**src/rtl/assert_macros.svh**
```systemverilog
// Assertion macros shared by the RTL modules.
`ifndef ASSERT_MACROS_SVH
`define ASSERT_MACROS_SVH
`ifndef ASSERT_OFF
`define ASSERT_CLK(label, prop, msg) \
  label: assert property (@(posedge clk) disable iff (!rst_n) prop) else $error(msg);
`define ASSERT_NORST(label, prop, msg) \
  label: assert property (@(posedge clk) prop) else $error(msg);
`else
`define ASSERT_CLK(label, prop, msg)
`define ASSERT_NORST(label, prop, msg)
`endif
`endif

```
**src/rtl/spae_pkg.sv**
```systemverilog
// Package: types, codes and sizes for the slot program evaluator.
package spae_pkg;
  localparam int SlotCount = 64;
  localparam int SlotW = 6;
  localparam int FillW = 7;
  localparam int MaxKth = 8;
  localparam int KthW = 3;
  localparam int KcntW = 4;
  localparam int ValW = 32;

  typedef enum logic [3:0] {
    OP_LOAD = 4'd0, OP_ADD = 4'd1, OP_SUB = 4'd2, OP_MUL = 4'd3, OP_DIV = 4'd4,
    OP_MOD = 4'd5, OP_AND = 4'd6, OP_OR = 4'd7, OP_TERN = 4'd8, OP_NOT = 4'd9,
    OP_KARG = 4'd10, OP_KFIN = 4'd11, OP_CLEAR = 4'd12
  } op_t;

  typedef enum logic [2:0] {
    ERR_OK = 3'd0, ERR_DIV0 = 3'd1, ERR_OVF = 3'd2, ERR_REF = 3'd3,
    ERR_FULL = 3'd4, ERR_KTH = 3'd5
  } err_t;

  typedef struct packed {
    logic [3:0]        operation;
    logic [5:0]        first_index;
    logic [5:0]        second_index;
    logic [5:0]        third_index;
    logic signed [31:0] load_value;
    logic [2:0]        rank_k;
  } in_item_t;

  typedef struct packed {
    logic signed [31:0] result_value;
    logic [5:0]        slot_written;
    logic              wrote_slot;
    logic [2:0]        error_code;
  } out_item_t;

  // Request and answer of the shared divider.
  typedef struct packed {
    logic            start;
    logic [ValW-1:0] dividend;
    logic [ValW-1:0] divisor;
  } div_req_t;

  typedef struct packed {
    logic            done;
    logic [ValW-1:0] quot;
    logic [ValW-1:0] rem;
  } div_rsp_t;
endpackage

```
**src/rtl/spae_divider.sv**
```systemverilog
// Unsigned restoring divider, one quotient bit per cycle.
`include "assert_macros.svh"
module spae_divider (
  input  logic                clk,
  input  logic                rst_n,
  input  spae_pkg::div_req_t  req,
  output spae_pkg::div_rsp_t  rsp
);
  logic [spae_pkg::ValW-1:0] quot_r, quot_nxt, rem_r, rem_nxt, dvs_r, dvs_nxt;
  logic [5:0] cnt_r, cnt_nxt;
  logic busy_r, busy_nxt, done_r, done_nxt;
  logic [spae_pkg::ValW:0] trial;

  always_comb begin
    quot_nxt = quot_r;
    rem_nxt = rem_r;
    dvs_nxt = dvs_r;
    cnt_nxt = cnt_r;
    busy_nxt = busy_r;
    done_nxt = 1'b0;
    trial = {rem_r, quot_r[spae_pkg::ValW-1]} - {1'b0, dvs_r};
    if (req.start) begin
      quot_nxt = req.dividend;
      rem_nxt = '0;
      dvs_nxt = req.divisor;
      cnt_nxt = 6'(spae_pkg::ValW);
      busy_nxt = 1'b1;
    end else if (busy_r) begin
      // shift in one dividend bit, subtract when it fits
      if (!trial[spae_pkg::ValW]) begin
        rem_nxt = trial[spae_pkg::ValW-1:0];
        quot_nxt = {quot_r[spae_pkg::ValW-2:0], 1'b1};
      end else begin
        rem_nxt = {rem_r[spae_pkg::ValW-2:0], quot_r[spae_pkg::ValW-1]};
        quot_nxt = {quot_r[spae_pkg::ValW-2:0], 1'b0};
      end
      cnt_nxt = cnt_r - 6'd1;
      if (cnt_r == 6'd1) begin
        busy_nxt = 1'b0;
        done_nxt = 1'b1;
      end
    end
  end

  always_ff @(posedge clk) begin
    if (!rst_n) begin
      busy_r <= 1'b0;
      done_r <= 1'b0;
      cnt_r <= '0;
    end else begin
      busy_r <= busy_nxt;
      done_r <= done_nxt;
      cnt_r <= cnt_nxt;
    end
    quot_r <= quot_nxt;
    rem_r <= rem_nxt;
    dvs_r <= dvs_nxt;
  end

  assign rsp.done = done_r;
  assign rsp.quot = quot_r;
  assign rsp.rem = rem_r;

  `ASSERT_CLK(a_div_done_after_busy, rsp.done |-> $past(busy_r), "done without busy")
  `ASSERT_CLK(a_div_cnt_idle, !busy_r |-> cnt_r == 6'd0, "count left over")
  `ASSERT_CLK(a_div_no_restart, busy_r |-> !req.start, "divider restarted while busy")
endmodule

```
**src/rtl/slot_program_alu_evaluator_unit.sv**
```systemverilog
// Top level: sequencer, slot memory, candidate list and shared ALU.
//
// Usage: one item is taken on the in_ channel (in_valid high, in_stall low)
// and exactly one result item is returned on the out_ channel. The block
// works on one item at a time; in_stall stays high from acceptance until
// the result is registered at the output.
// Steps from acceptance to out_valid, for all operations but div, mod and
// kth_finish: three reads through the one registered slot read port, an
// execute step and an append step; div and mod also wait for the
// one-bit-per-cycle divider when it runs; kth_finish ranks each of the n
// candidates against every candidate with the single shared comparator.
// The result sits in an output register; while out_stall is high it holds
// and the block takes the next item, stalling that item's result only if
// the previous one is still not taken.
// Reset (rst_n low, synchronous) empties the slot store and the candidate
// list through their counters; no memory clearing pass is needed.
`include "assert_macros.svh"
module slot_program_alu_evaluator_unit (
  input  logic                 clk,
  input  logic                 rst_n,
  input  logic                 in_valid,
  output logic                 in_stall,
  input  spae_pkg::in_item_t   in_data,
  output logic                 out_valid,
  input  logic                 out_stall,
  output spae_pkg::out_item_t  out_data
);
  typedef enum logic [8:0] {
    ST_IDLE  = 9'b000000001,
    ST_RDA   = 9'b000000010,
    ST_RDB   = 9'b000000100,
    ST_RDC   = 9'b000001000,
    ST_EXEC  = 9'b000010000,
    ST_DIVW  = 9'b000100000,
    ST_KRANK = 9'b001000000,
    ST_KNEXT = 9'b010000000,
    ST_DONE  = 9'b100000000
  } state_t;

  localparam logic [31:0] VSign = 32'h8000_0000;

  state_t state_r, state_nxt;
  spae_pkg::in_item_t item_r, item_nxt;
  logic [spae_pkg::FillW-1:0] filled_r, filled_nxt;
  logic [spae_pkg::KcntW-1:0] kcnt_r, kcnt_nxt;
  logic [31:0] a_r, a_nxt, b_r, b_nxt;
  logic [spae_pkg::KthW-1:0] ki_r, ki_nxt, kj_r, kj_nxt;
  logic [spae_pkg::KcntW-1:0] below_r, below_nxt, same_r, same_nxt;
  spae_pkg::out_item_t res_r, res_nxt;
  logic res_ok_r, res_ok_nxt;
  logic ov_r, ov_nxt;
  spae_pkg::out_item_t od_r, od_nxt;

  // slot memory, one write and one registered read port
  logic [31:0] slots_mem [spae_pkg::SlotCount];
  logic [spae_pkg::SlotW-1:0] rd_addr;
  logic [31:0] rd_data_r;
  logic wr_en;
  logic [spae_pkg::SlotW-1:0] wr_addr;
  logic [31:0] wr_data;

  // candidate list
  logic [31:0] kcand_r [spae_pkg::MaxKth];
  logic kwr_en;

  spae_pkg::div_req_t dreq;
  spae_pkg::div_rsp_t drsp;

  spae_divider u_div (.clk(clk), .rst_n(rst_n), .req(dreq), .rsp(drsp));

  function automatic logic [31:0] mag(input logic [31:0] v);
    mag = v[31] ? (32'd0 - v) : v;
  endfunction

  logic ref_a, ref_b, ref_c, full;
  logic [3:0] op;
  logic [31:0] kv_i, kv_j;
  logic [spae_pkg::KcntW-1:0] k_ext;
  logic out_free;

  assign op = item_r.operation;
  assign ref_a = {1'b0, item_r.first_index} < filled_r;
  assign ref_b = {1'b0, item_r.second_index} < filled_r;
  assign ref_c = {1'b0, item_r.third_index} < filled_r;
  assign full = filled_r == spae_pkg::FillW'(spae_pkg::SlotCount);
  assign kv_i = kcand_r[ki_r];
  assign kv_j = kcand_r[kj_r];
  assign k_ext = {1'b0, item_r.rank_k};
  assign out_free = !ov_r || !out_stall;
  assign in_stall = state_r != ST_IDLE;

  always_comb begin
    state_nxt = state_r;
    item_nxt = item_r;
    filled_nxt = filled_r;
    kcnt_nxt = kcnt_r;
    a_nxt = a_r;
    b_nxt = b_r;
    ki_nxt = ki_r;
    kj_nxt = kj_r;
    below_nxt = below_r;
    same_nxt = same_r;
    res_nxt = res_r;
    res_ok_nxt = res_ok_r;
    ov_nxt = ov_r && out_stall;
    od_nxt = od_r;
    rd_addr = item_r.first_index;
    wr_en = 1'b0;
    wr_addr = filled_r[spae_pkg::SlotW-1:0];
    wr_data = res_r.result_value;
    kwr_en = 1'b0;
    dreq.start = 1'b0;
    dreq.dividend = mag(a_r);
    dreq.divisor = mag(b_r);
    case (state_r)
      ST_IDLE: begin
        if (in_valid) begin
          item_nxt = in_data;
          state_nxt = ST_RDA;
        end
      end
      // issue slot reads, one per cycle; data lands in the cycle after the read
      ST_RDA: begin
        rd_addr = item_r.first_index;
        state_nxt = ST_RDB;
      end
      ST_RDB: begin
        rd_addr = item_r.second_index;
        a_nxt = rd_data_r;
        state_nxt = ST_RDC;
      end
      ST_RDC: begin
        rd_addr = item_r.third_index;
        b_nxt = rd_data_r;
        state_nxt = ST_EXEC;
      end
      ST_EXEC: begin
        res_nxt = '0;
        res_ok_nxt = 1'b0;
        state_nxt = ST_DONE;
        case (op)
          spae_pkg::OP_LOAD: begin
            res_nxt.result_value = item_r.load_value;
            res_ok_nxt = 1'b1;
          end
          spae_pkg::OP_ADD, spae_pkg::OP_SUB, spae_pkg::OP_MUL,
          spae_pkg::OP_AND, spae_pkg::OP_OR: begin
            if (!ref_a || !ref_b) res_nxt.error_code = spae_pkg::ERR_REF;
            else begin
              res_ok_nxt = 1'b1;
              case (op)
                spae_pkg::OP_ADD: res_nxt.result_value = a_r + b_r;
                spae_pkg::OP_SUB: res_nxt.result_value = a_r - b_r;
                spae_pkg::OP_MUL: res_nxt.result_value = a_r * b_r;
                spae_pkg::OP_AND: res_nxt.result_value = {31'd0, a_r != 0 && b_r != 0};
                default: res_nxt.result_value = {31'd0, a_r != 0 || b_r != 0};
              endcase
            end
          end
          spae_pkg::OP_DIV, spae_pkg::OP_MOD: begin
            if (!ref_a || !ref_b) res_nxt.error_code = spae_pkg::ERR_REF;
            else if (b_r == 32'd0) res_nxt.error_code = spae_pkg::ERR_DIV0;
            else if (a_r == VSign && b_r == 32'hFFFF_FFFF)
              res_nxt.error_code = spae_pkg::ERR_OVF;
            else begin
              dreq.start = 1'b1;
              state_nxt = ST_DIVW;
            end
          end
          spae_pkg::OP_TERN: begin
            if (!ref_a || !ref_b || !ref_c) res_nxt.error_code = spae_pkg::ERR_REF;
            else begin
              res_ok_nxt = 1'b1;
              res_nxt.result_value = (a_r != 0) ? b_r : rd_data_r;
            end
          end
          spae_pkg::OP_NOT: begin
            if (!ref_a) res_nxt.error_code = spae_pkg::ERR_REF;
            else begin
              res_ok_nxt = 1'b1;
              res_nxt.result_value = {31'd0, a_r == 0};
            end
          end
          spae_pkg::OP_KARG: begin
            if (!ref_a) res_nxt.error_code = spae_pkg::ERR_REF;
            else if (kcnt_r == spae_pkg::KcntW'(spae_pkg::MaxKth))
              res_nxt.error_code = spae_pkg::ERR_KTH;
            else begin
              kwr_en = 1'b1;
              kcnt_nxt = kcnt_r + 1'b1;
              res_nxt.result_value = a_r;
            end
          end
          spae_pkg::OP_KFIN: begin
            if (kcnt_r == '0 || k_ext >= kcnt_r) begin
              res_nxt.error_code = spae_pkg::ERR_KTH;
              kcnt_nxt = '0;
            end else begin
              ki_nxt = '0;
              kj_nxt = '0;
              below_nxt = '0;
              same_nxt = '0;
              state_nxt = ST_KRANK;
            end
          end
          spae_pkg::OP_CLEAR: begin
            filled_nxt = '0;
            kcnt_nxt = '0;
          end
          default: ;
        endcase
      end
      ST_DIVW: begin
        if (drsp.done) begin
          res_ok_nxt = 1'b1;
          if (op == spae_pkg::OP_DIV)
            res_nxt.result_value = ((a_r ^ b_r) & VSign) != 0 ? 32'd0 - drsp.quot
                                                                : drsp.quot;
          else
            res_nxt.result_value = a_r[31] ? 32'd0 - drsp.rem : drsp.rem;
          state_nxt = ST_DONE;
        end
      end
      // rank candidate ki against each candidate kj with the one comparator
      ST_KRANK: begin
        if ($signed(kv_j) < $signed(kv_i)) below_nxt = below_r + 1'b1;
        else if (kv_j == kv_i) same_nxt = same_r + 1'b1;
        if ({1'b0, kj_r} == kcnt_r - 1'b1) state_nxt = ST_KNEXT;
        else kj_nxt = kj_r + 1'b1;
      end
      ST_KNEXT: begin
        if (below_r <= k_ext && k_ext < below_r + same_r) begin
          res_ok_nxt = 1'b1;
          res_nxt.result_value = kv_i;
          kcnt_nxt = '0;
          state_nxt = ST_DONE;
        end else if ({1'b0, ki_r} == kcnt_r - 1'b1) begin
          res_nxt.error_code = spae_pkg::ERR_KTH;
          kcnt_nxt = '0;
          state_nxt = ST_DONE;
        end else begin
          ki_nxt = ki_r + 1'b1;
          kj_nxt = '0;
          below_nxt = '0;
          same_nxt = '0;
          state_nxt = ST_KRANK;
        end
      end
      // append if asked, then hand the result to the output register
      ST_DONE: begin
        if (out_free) begin
          od_nxt = res_r;
          if (res_ok_r) begin
            if (full) begin
              od_nxt = '0;
              od_nxt.error_code = spae_pkg::ERR_FULL;
            end else begin
              wr_en = 1'b1;
              od_nxt.slot_written = filled_r[spae_pkg::SlotW-1:0];
              od_nxt.wrote_slot = 1'b1;
              filled_nxt = filled_r + 1'b1;
            end
          end
          ov_nxt = 1'b1;
          state_nxt = ST_IDLE;
        end
      end
      default: state_nxt = ST_IDLE;
    endcase
  end

  always_ff @(posedge clk) begin
    if (wr_en) slots_mem[wr_addr] <= wr_data;
    rd_data_r <= slots_mem[rd_addr];
    if (kwr_en) kcand_r[kcnt_r[spae_pkg::KthW-1:0]] <= a_r;
  end

  always_ff @(posedge clk) begin
    if (!rst_n) begin
      state_r <= ST_IDLE;
      filled_r <= '0;
      kcnt_r <= '0;
      ov_r <= 1'b0;
    end else begin
      state_r <= state_nxt;
      filled_r <= filled_nxt;
      kcnt_r <= kcnt_nxt;
      ov_r <= ov_nxt;
    end
    item_r <= item_nxt;
    a_r <= a_nxt;
    b_r <= b_nxt;
    ki_r <= ki_nxt;
    kj_r <= kj_nxt;
    below_r <= below_nxt;
    same_r <= same_nxt;
    res_r <= res_nxt;
    res_ok_r <= res_ok_nxt;
    od_r <= od_nxt;
  end

  assign out_valid = ov_r;
  assign out_data = od_r;

  `ASSERT_CLK(a_fill_bound, filled_r <= spae_pkg::FillW'(spae_pkg::SlotCount), "store overfilled")
  `ASSERT_CLK(a_kcnt_bound, kcnt_r <= spae_pkg::KcntW'(spae_pkg::MaxKth), "too many candidates")
  `ASSERT_CLK(a_out_hold, ov_r && out_stall |=> ov_r && $stable(od_r), "result lost while stalled")
  `ASSERT_CLK(a_write_out, wr_en |=> ov_r && od_r.wrote_slot, "append without result")
  `ASSERT_CLK(a_one_item, state_r != ST_IDLE |-> in_stall, "item taken while busy")
endmodule
```
**config.mk**
```make
export PLATFORM = sky130hd
export DESIGN_NAME = slot_program_alu_evaluator_unit
export DESIGN_NICKNAME = d
export VERILOG_FILES = /design/src/rtl/spae_pkg.sv /design/src/rtl/spae_divider.sv /design/src/rtl/slot_program_alu_evaluator_unit.sv
export VERILOG_INCLUDE_DIRS = /design/src /design/src/rtl
export SDC_FILE = /design/constraint.sdc
export NUM_CORES = 2
export LEC_CHECK = 0
export BUFFER_PORTS_ARGS = -buffer_cell sky130_fd_sc_hd__buf_2
export CORE_MARGIN = 10
export CORE_UTILIZATION = 45
export CTS_CLUSTER_SIZE = 16
export DETAILED_ROUTE_END_ITERATION = 6
export PLACE_DENSITY = 0.72
export SETUP_SLACK_MARGIN = 0.1
export SLEW_MARGIN = 40
export SYNTH_ARGS = -nofsm -noshare
export SYNTH_HDL_FRONTEND = slang
export SYNTH_HIERARCHICAL = 1
export SYNTH_SLANG_ARGS = --single-unit
export TNS_END_PERCENT = 10
```
**constraint.sdc**
```tcl
create_clock -name clk -period 23.7 [get_ports clk]
set_input_delay 2.37 -clock clk [delete_from_list [all_inputs] [get_ports clk]]
set_output_delay 2.37 -clock clk [all_outputs]
set_load 0.02 [all_outputs]
```
==> results.md <==
STA:
- At the pin with the least slew margin, the transition time is 1.032 ns.
- Across the routed clock network, the largest skew measured is 0.06379 ns.
- The number of setup violations in the final report is 0.
- The total negative slack is 0 ns.
- In the post-route analysis, the smallest setup slack over all paths is 14.96 ns.
- The clock period minus final worst setup slack is between 8 and 9 ns.
- After layout, the worst path uses 36.87% of the clock period.
- The headroom to the max-slew limit is 31.22%.
- The final count of hold timing violations is 0.
- The max-slew violation total from the final report is 0.
- Setup repair after global routing left no endpoint under its margin.
- The top achievable clock speed is between 100 and 150 MHz.

CTS:
- The latest clock arrival within the worst-skew pair is between 0.8 and 0.9 ns.
- CTS saw 2680 sinks.
- TritonCTS built the clock tree.
- The root buffer cell chosen for the clock tree is sky130_fd_sc_hd__clkbuf_16.
- The post-CTS setup buffer count is 0.
- The clock passes through at most 4 buffers.
- The clock transition at the registers of the reported paths is 0.08 ns.
- Hold repair after CTS inserted 0 buffers.
- The clock tree synthesis step divided the H-tree into 5 levels.
- Buffers inserted during clock tree synthesis total 280.
- Gates resized during post-CTS repair numbered 0.

Die:
- Measured along the x axis, the die boundary spans 561.1 µm.
- The die covers 314800 µm².
- Once the floorplan was initialized, standard cells occupied 45.22% of the core.
- Pin placement for this block handled roughly 110 I/O pins.
- The height of the die is 561.1 µm.
- The core box area is between 200000 and 300000 µm².
- In this run the core area contains between 150 and 200 standard-cell rows.

Logic synthesis:
- The cell type contributing the most total cell area after synthesis is sky130_fd_sc_hd__edfxtp_1.
- Counting flops with a built-in enable in the synthesized netlist gives 2581.
- The number of nets handed over by synthesis was between 10000 and 15000.
- Sequential elements use 60.33% of the synthesized area.
- By instance count, the leading cell after synthesis is sky130_fd_sc_hd__edfxtp_1.
- After synthesis, the share of flip-flops with an asynchronous set or reset is 0%.
- In this run, distinct cell masters in the synthesized netlist total 88.
- The area of the mapped netlist is 131800 µm².
- By count the netlist is led by 2581 x sky130_fd_sc_hd__edfxtp_1, 1961 x sky130_fd_sc_hd__nand2_1, 574 x sky130_fd_sc_hd__nand3_1.
- The synthesis warning total is 6.
- Ranked by total cell area, the synthesized netlist is headed by sky130_fd_sc_hd__edfxtp_1 59%, sky130_fd_sc_hd__fa_1 6.2%, sky130_fd_sc_hd__nand2_1 5.6%.
- The average footprint of a synthesized cell is 12.57 µm².
- Counting flops and latches in the post-synthesis netlist gives 2680.
- The synthesized instance count is 10480.
- The most common flop cell mapped by yosys is sky130_fd_sc_hd__edfxtp_1.
- The share of the synthesized area in the top cell type is 58.83%.

Placement:
- During placement, the flow inserted port buffers numbering about 100.
- At the end of routability-driven placement, the weighted congestion stood at 0.9583.
- Before CTS, the worst setup slack after placement is 15.24 ns.
- Detailed placement finished with a half-perimeter wire length of 248100 µm.

Status:
- The flow ran to the end, and the final reports show no timing, DRC or antenna violations.

Global routing:
- The number of global-route vias before repair was 88480.
- Global routing consumed, on the met2 layer, 37.68% of the routing resources.
- Entering global routing, the biggest net connects 161 pins.
- The layer carrying the most global-route usage is met2.
- The met3 demand-to-capacity share in global routing is between 5 and 6%.
- The first global-routing pass estimated ~590000 µm of wire.
- For met1 alone, demand over resource in global routing was between 30% and 40%.
- Global routing finished with a remaining overflow of 0.
- The number of antenna violations at the first check in global routing is 24.
- The aggregate global-route resource usage is approximately 25%.

Finish:
- Relative to the synthesized area, the layout overhead comes to 11.19%.
- After the last flow step, the layout net total stands at 11170.
- The post-route netlist has approximately a tenth of its cells at a drive strength greater than 1.
- For this run, the share of the core covered by cells in the final layout is 50.28%.
- The filler cell count in the final layout is 24280.
- The area of all sequential standard cells is 79500 µm².
- The area of the multi-input gates is approximately 48000 µm².

Hold path:
- The endpoint of the worst hold-timing path is a_r[30].
- The worst hold path belongs to the class reg2reg.
- The hold-critical path depth is 0.
- The startpoint of the tightest hold check path is rd_data_r[30].

Power:
- The power per standard cell area is 85.67 nW/µm².
- The highest ir drop seen on vdd is approximately 0.085 mV.
- In this run the static leakage power is between 50 and 60 nW.

Critical path:
- The most critical setup path has its startpoint at a_r[3].
- The largest fanout on the critical path is 27.
- The slowest cell on the critical path is sky130_fd_sc_hd__edfxtp_1.
- The critical setup path kind is reg2reg.
- The endpoint identified for the worst register-to-register timing path is wr_data[30].
- The critical path goes through buf_4 -> nand2_1 -> fa_1 -> inv_1 -> fa_1 -> fa_1 -> inv_1 -> fa_1 -> inv_1 -> ha_1 -> ha_1 -> fa_1 -> fa_1 -> ha_1 -> a22oi_1 -> nand4_1 -> a41oi_1 -> nor3b_1 -> o41ai_2 -> o21ai_0 -> a221oi_1 -> xnor2_1 -> a211oi_1 -> o21ai_0.
- The slack of the worst reg-to-reg path is 14.96 ns.
- STA classifies the critical path endpoint as a flip-flop.
- At the worst endpoint, the arrival time is 9.29 ns.
- In this design, the stage delay of the slowest critical-path cell is 0.89 ns.
- STA classifies the critical path startpoint as a flip-flop.
- The cell that appears most often on the critical path is sky130_fd_sc_hd__fa_1.
- The worst reg2reg path depth is 24.
- The data required time at the worst endpoint is 24.25 ns.
- The startpoint identified for the worst register-to-register timing path is a_r[3].

Route:
- In the final routed layout, each cell accounts on average for roughly 28 µm.
- The final wirelength is 406100 µm.
- In this run the remaining antenna-violating nets after routing total 0.
- The number of iterations in the first detailed-routing pass is 6.
- The via count of the routed design is between 90000 and 100k.
- The detailed-route DRC error count is 0.
- The detailed router finished its first iteration with ~13000 violations.
- The detailed-route vias per instance is 6.218.

Flow run:
- Across the run, the number of max-cap violations was 0.
## layout make-up
class / instances / share of cell area (%)
diodes: 13 / 0.02221
multi-input cells: 6600 / 33.05
repair buffers: 401 / 2.095
clock inverters: 130 / 0.8891
clock buffers: 353 / 5.126
well taps: 3900 / 3.331
flip-flops and latches: 2680 / 54.27
inverters: 475 / 1.217
## cells by family (layout without fill, tap and decap cells)
| kind of cell | Yosys count | in the layout | synth area share [%] |
|---|---|---|---|
| AOI/OAI and AO/OA | 1551 | 1551 | 8.461 |
| xor gates and xnor gates | 306 | 306 | 2.034 |
| adders and majority gates | 672 | 672 | 8.723 |
| buffers and inverters | 1198 | 1359 | 3.515 |
| DFF | 2680 | 2680 | 60.33 |
| muxes | 386 | 386 | 4.218 |
| other | 0 | 13 | 0 |
| and+or+nand+nor | 3685 | 3685 | 12.72 |
## layer usage
layer | vias up | share of wire, %
li1 | 38240 | -
met5 | - | 0.0096
met4 | 6 | 5.9
met1 | 45280 | 38
met3 | 1006 | 12
met2 | 5953 | 44
## worst max-delay path by stage
stage / end / slack, ns / cells past startpoint
2_1_floorplan: wr_data[30] / 16.15 / 23
3_3_place_gp: wr_data[30] / 14.72 / 24
3_5_place_dp: wr_data[30] / 15.24 / 24
4_1_cts: wr_data[30] / 15.19 / 24
5_1_grt: wr_data[30] / 14.85 / 23
6_report: wr_data[30] / 14.96 / 24
## sequential cells by signal, indices dropped and copies added (netlist names), 3 cells and up, named ones only
name          flops
a_r              32
b_r              32
below_r           4
filled_r          7
item_r           53
kcand_r         256
kcnt_r            4
ki_r              3
kj_r              3
op                4
out_data         42
rd_data_r        32
res_r             3
same_r            4
slots_mem      2048
state_r           9
u_div/cnt_r       6
u_div/dvs_r      32
u_div/quot_r     32
u_div/rem_r      32
wr_data          32
## critical path, delay by kind of cell, from the launching register on
kind	cells	cell delay, ns
xor+xnor	1	0.13
compound gates	7	2.63
fa+ha+maj	9	3.70
simple gates	3	0.44
flops	1	0.89
buf+inv	4	0.63
## report_power, final
group	switching [mW]	leakage, nW	internal (mW)
logic	2.02	23.9	0.880
registers	0.126	24.3	5.20
clock network	1.83	4.29	2.50
## stage by stage
| stage | power, mW | hold WS, ns | std cells | instance area [µm²] |
|---|---|---|---|---|
| 5_1_grt | 12.93 | 0.4767 | 14540 | 146500 |
| 4_1_cts | 12.50 | 0.4686 | 14530 | 146300 |
| 2_1_floorplan | 7.163 | 0.4253 | 10480 | 131800 |
| 3_5_place_dp | 8.230 | 0.4495 | 14050 | 137500 |
| 3_3_place_gp | 8.174 | 0.4540 | 14050 | 137300 |
| 6_report | 12.55 | 0.4678 | 14550 | 146500 |
## placed cells by master, fill, tap and decap left out, types with 93 or more instances in the layout
| cell | netlist | routed |
|---|---|---|
| sky130_fd_sc_hd__mux2i_1 | 184 | 183 |
| sky130_fd_sc_hd__nand3_1 | 574 | 570 |
| sky130_fd_sc_hd__buf_2 | 63 | 104 |
| sky130_fd_sc_hd__o21ai_0 | 142 | 140 |
| sky130_fd_sc_hd__buf_4 | 1 | 262 |
| sky130_fd_sc_hd__and3_1 | 244 | 244 |
| sky130_fd_sc_hd__clkbuf_16 | 0 | 287 |
| sky130_fd_sc_hd__nor2_1 | 288 | 212 |
| sky130_fd_sc_hd__xnor2_1 | 204 | 204 |
| sky130_fd_sc_hd__a211oi_1 | 334 | 328 |
| sky130_fd_sc_hd__a21oi_1 | 256 | 253 |
| sky130_fd_sc_hd__mux4_2 | 128 | 128 |
| sky130_fd_sc_hd__nand2_1 | 1961 | 1959 |
| sky130_fd_sc_hd__a31oi_1 | 110 | 110 |
| sky130_fd_sc_hd__and2_1 | 363 | 360 |
| sky130_fd_sc_hd__dfxtp_1 | 99 | 93 |
| sky130_fd_sc_hd__a311oi_1 | 372 | 372 |
| sky130_fd_sc_hd__fa_1 | 411 | 411 |
| sky130_fd_sc_hd__inv_1 | 473 | 473 |
| sky130_fd_sc_hd__xor2_1 | 102 | 102 |
| sky130_fd_sc_hd__edfxtp_1 | 2581 | 2581 |
| sky130_fd_sc_hd__ha_1 | 261 | 261 |
Power figures use the tool's default switching activity.
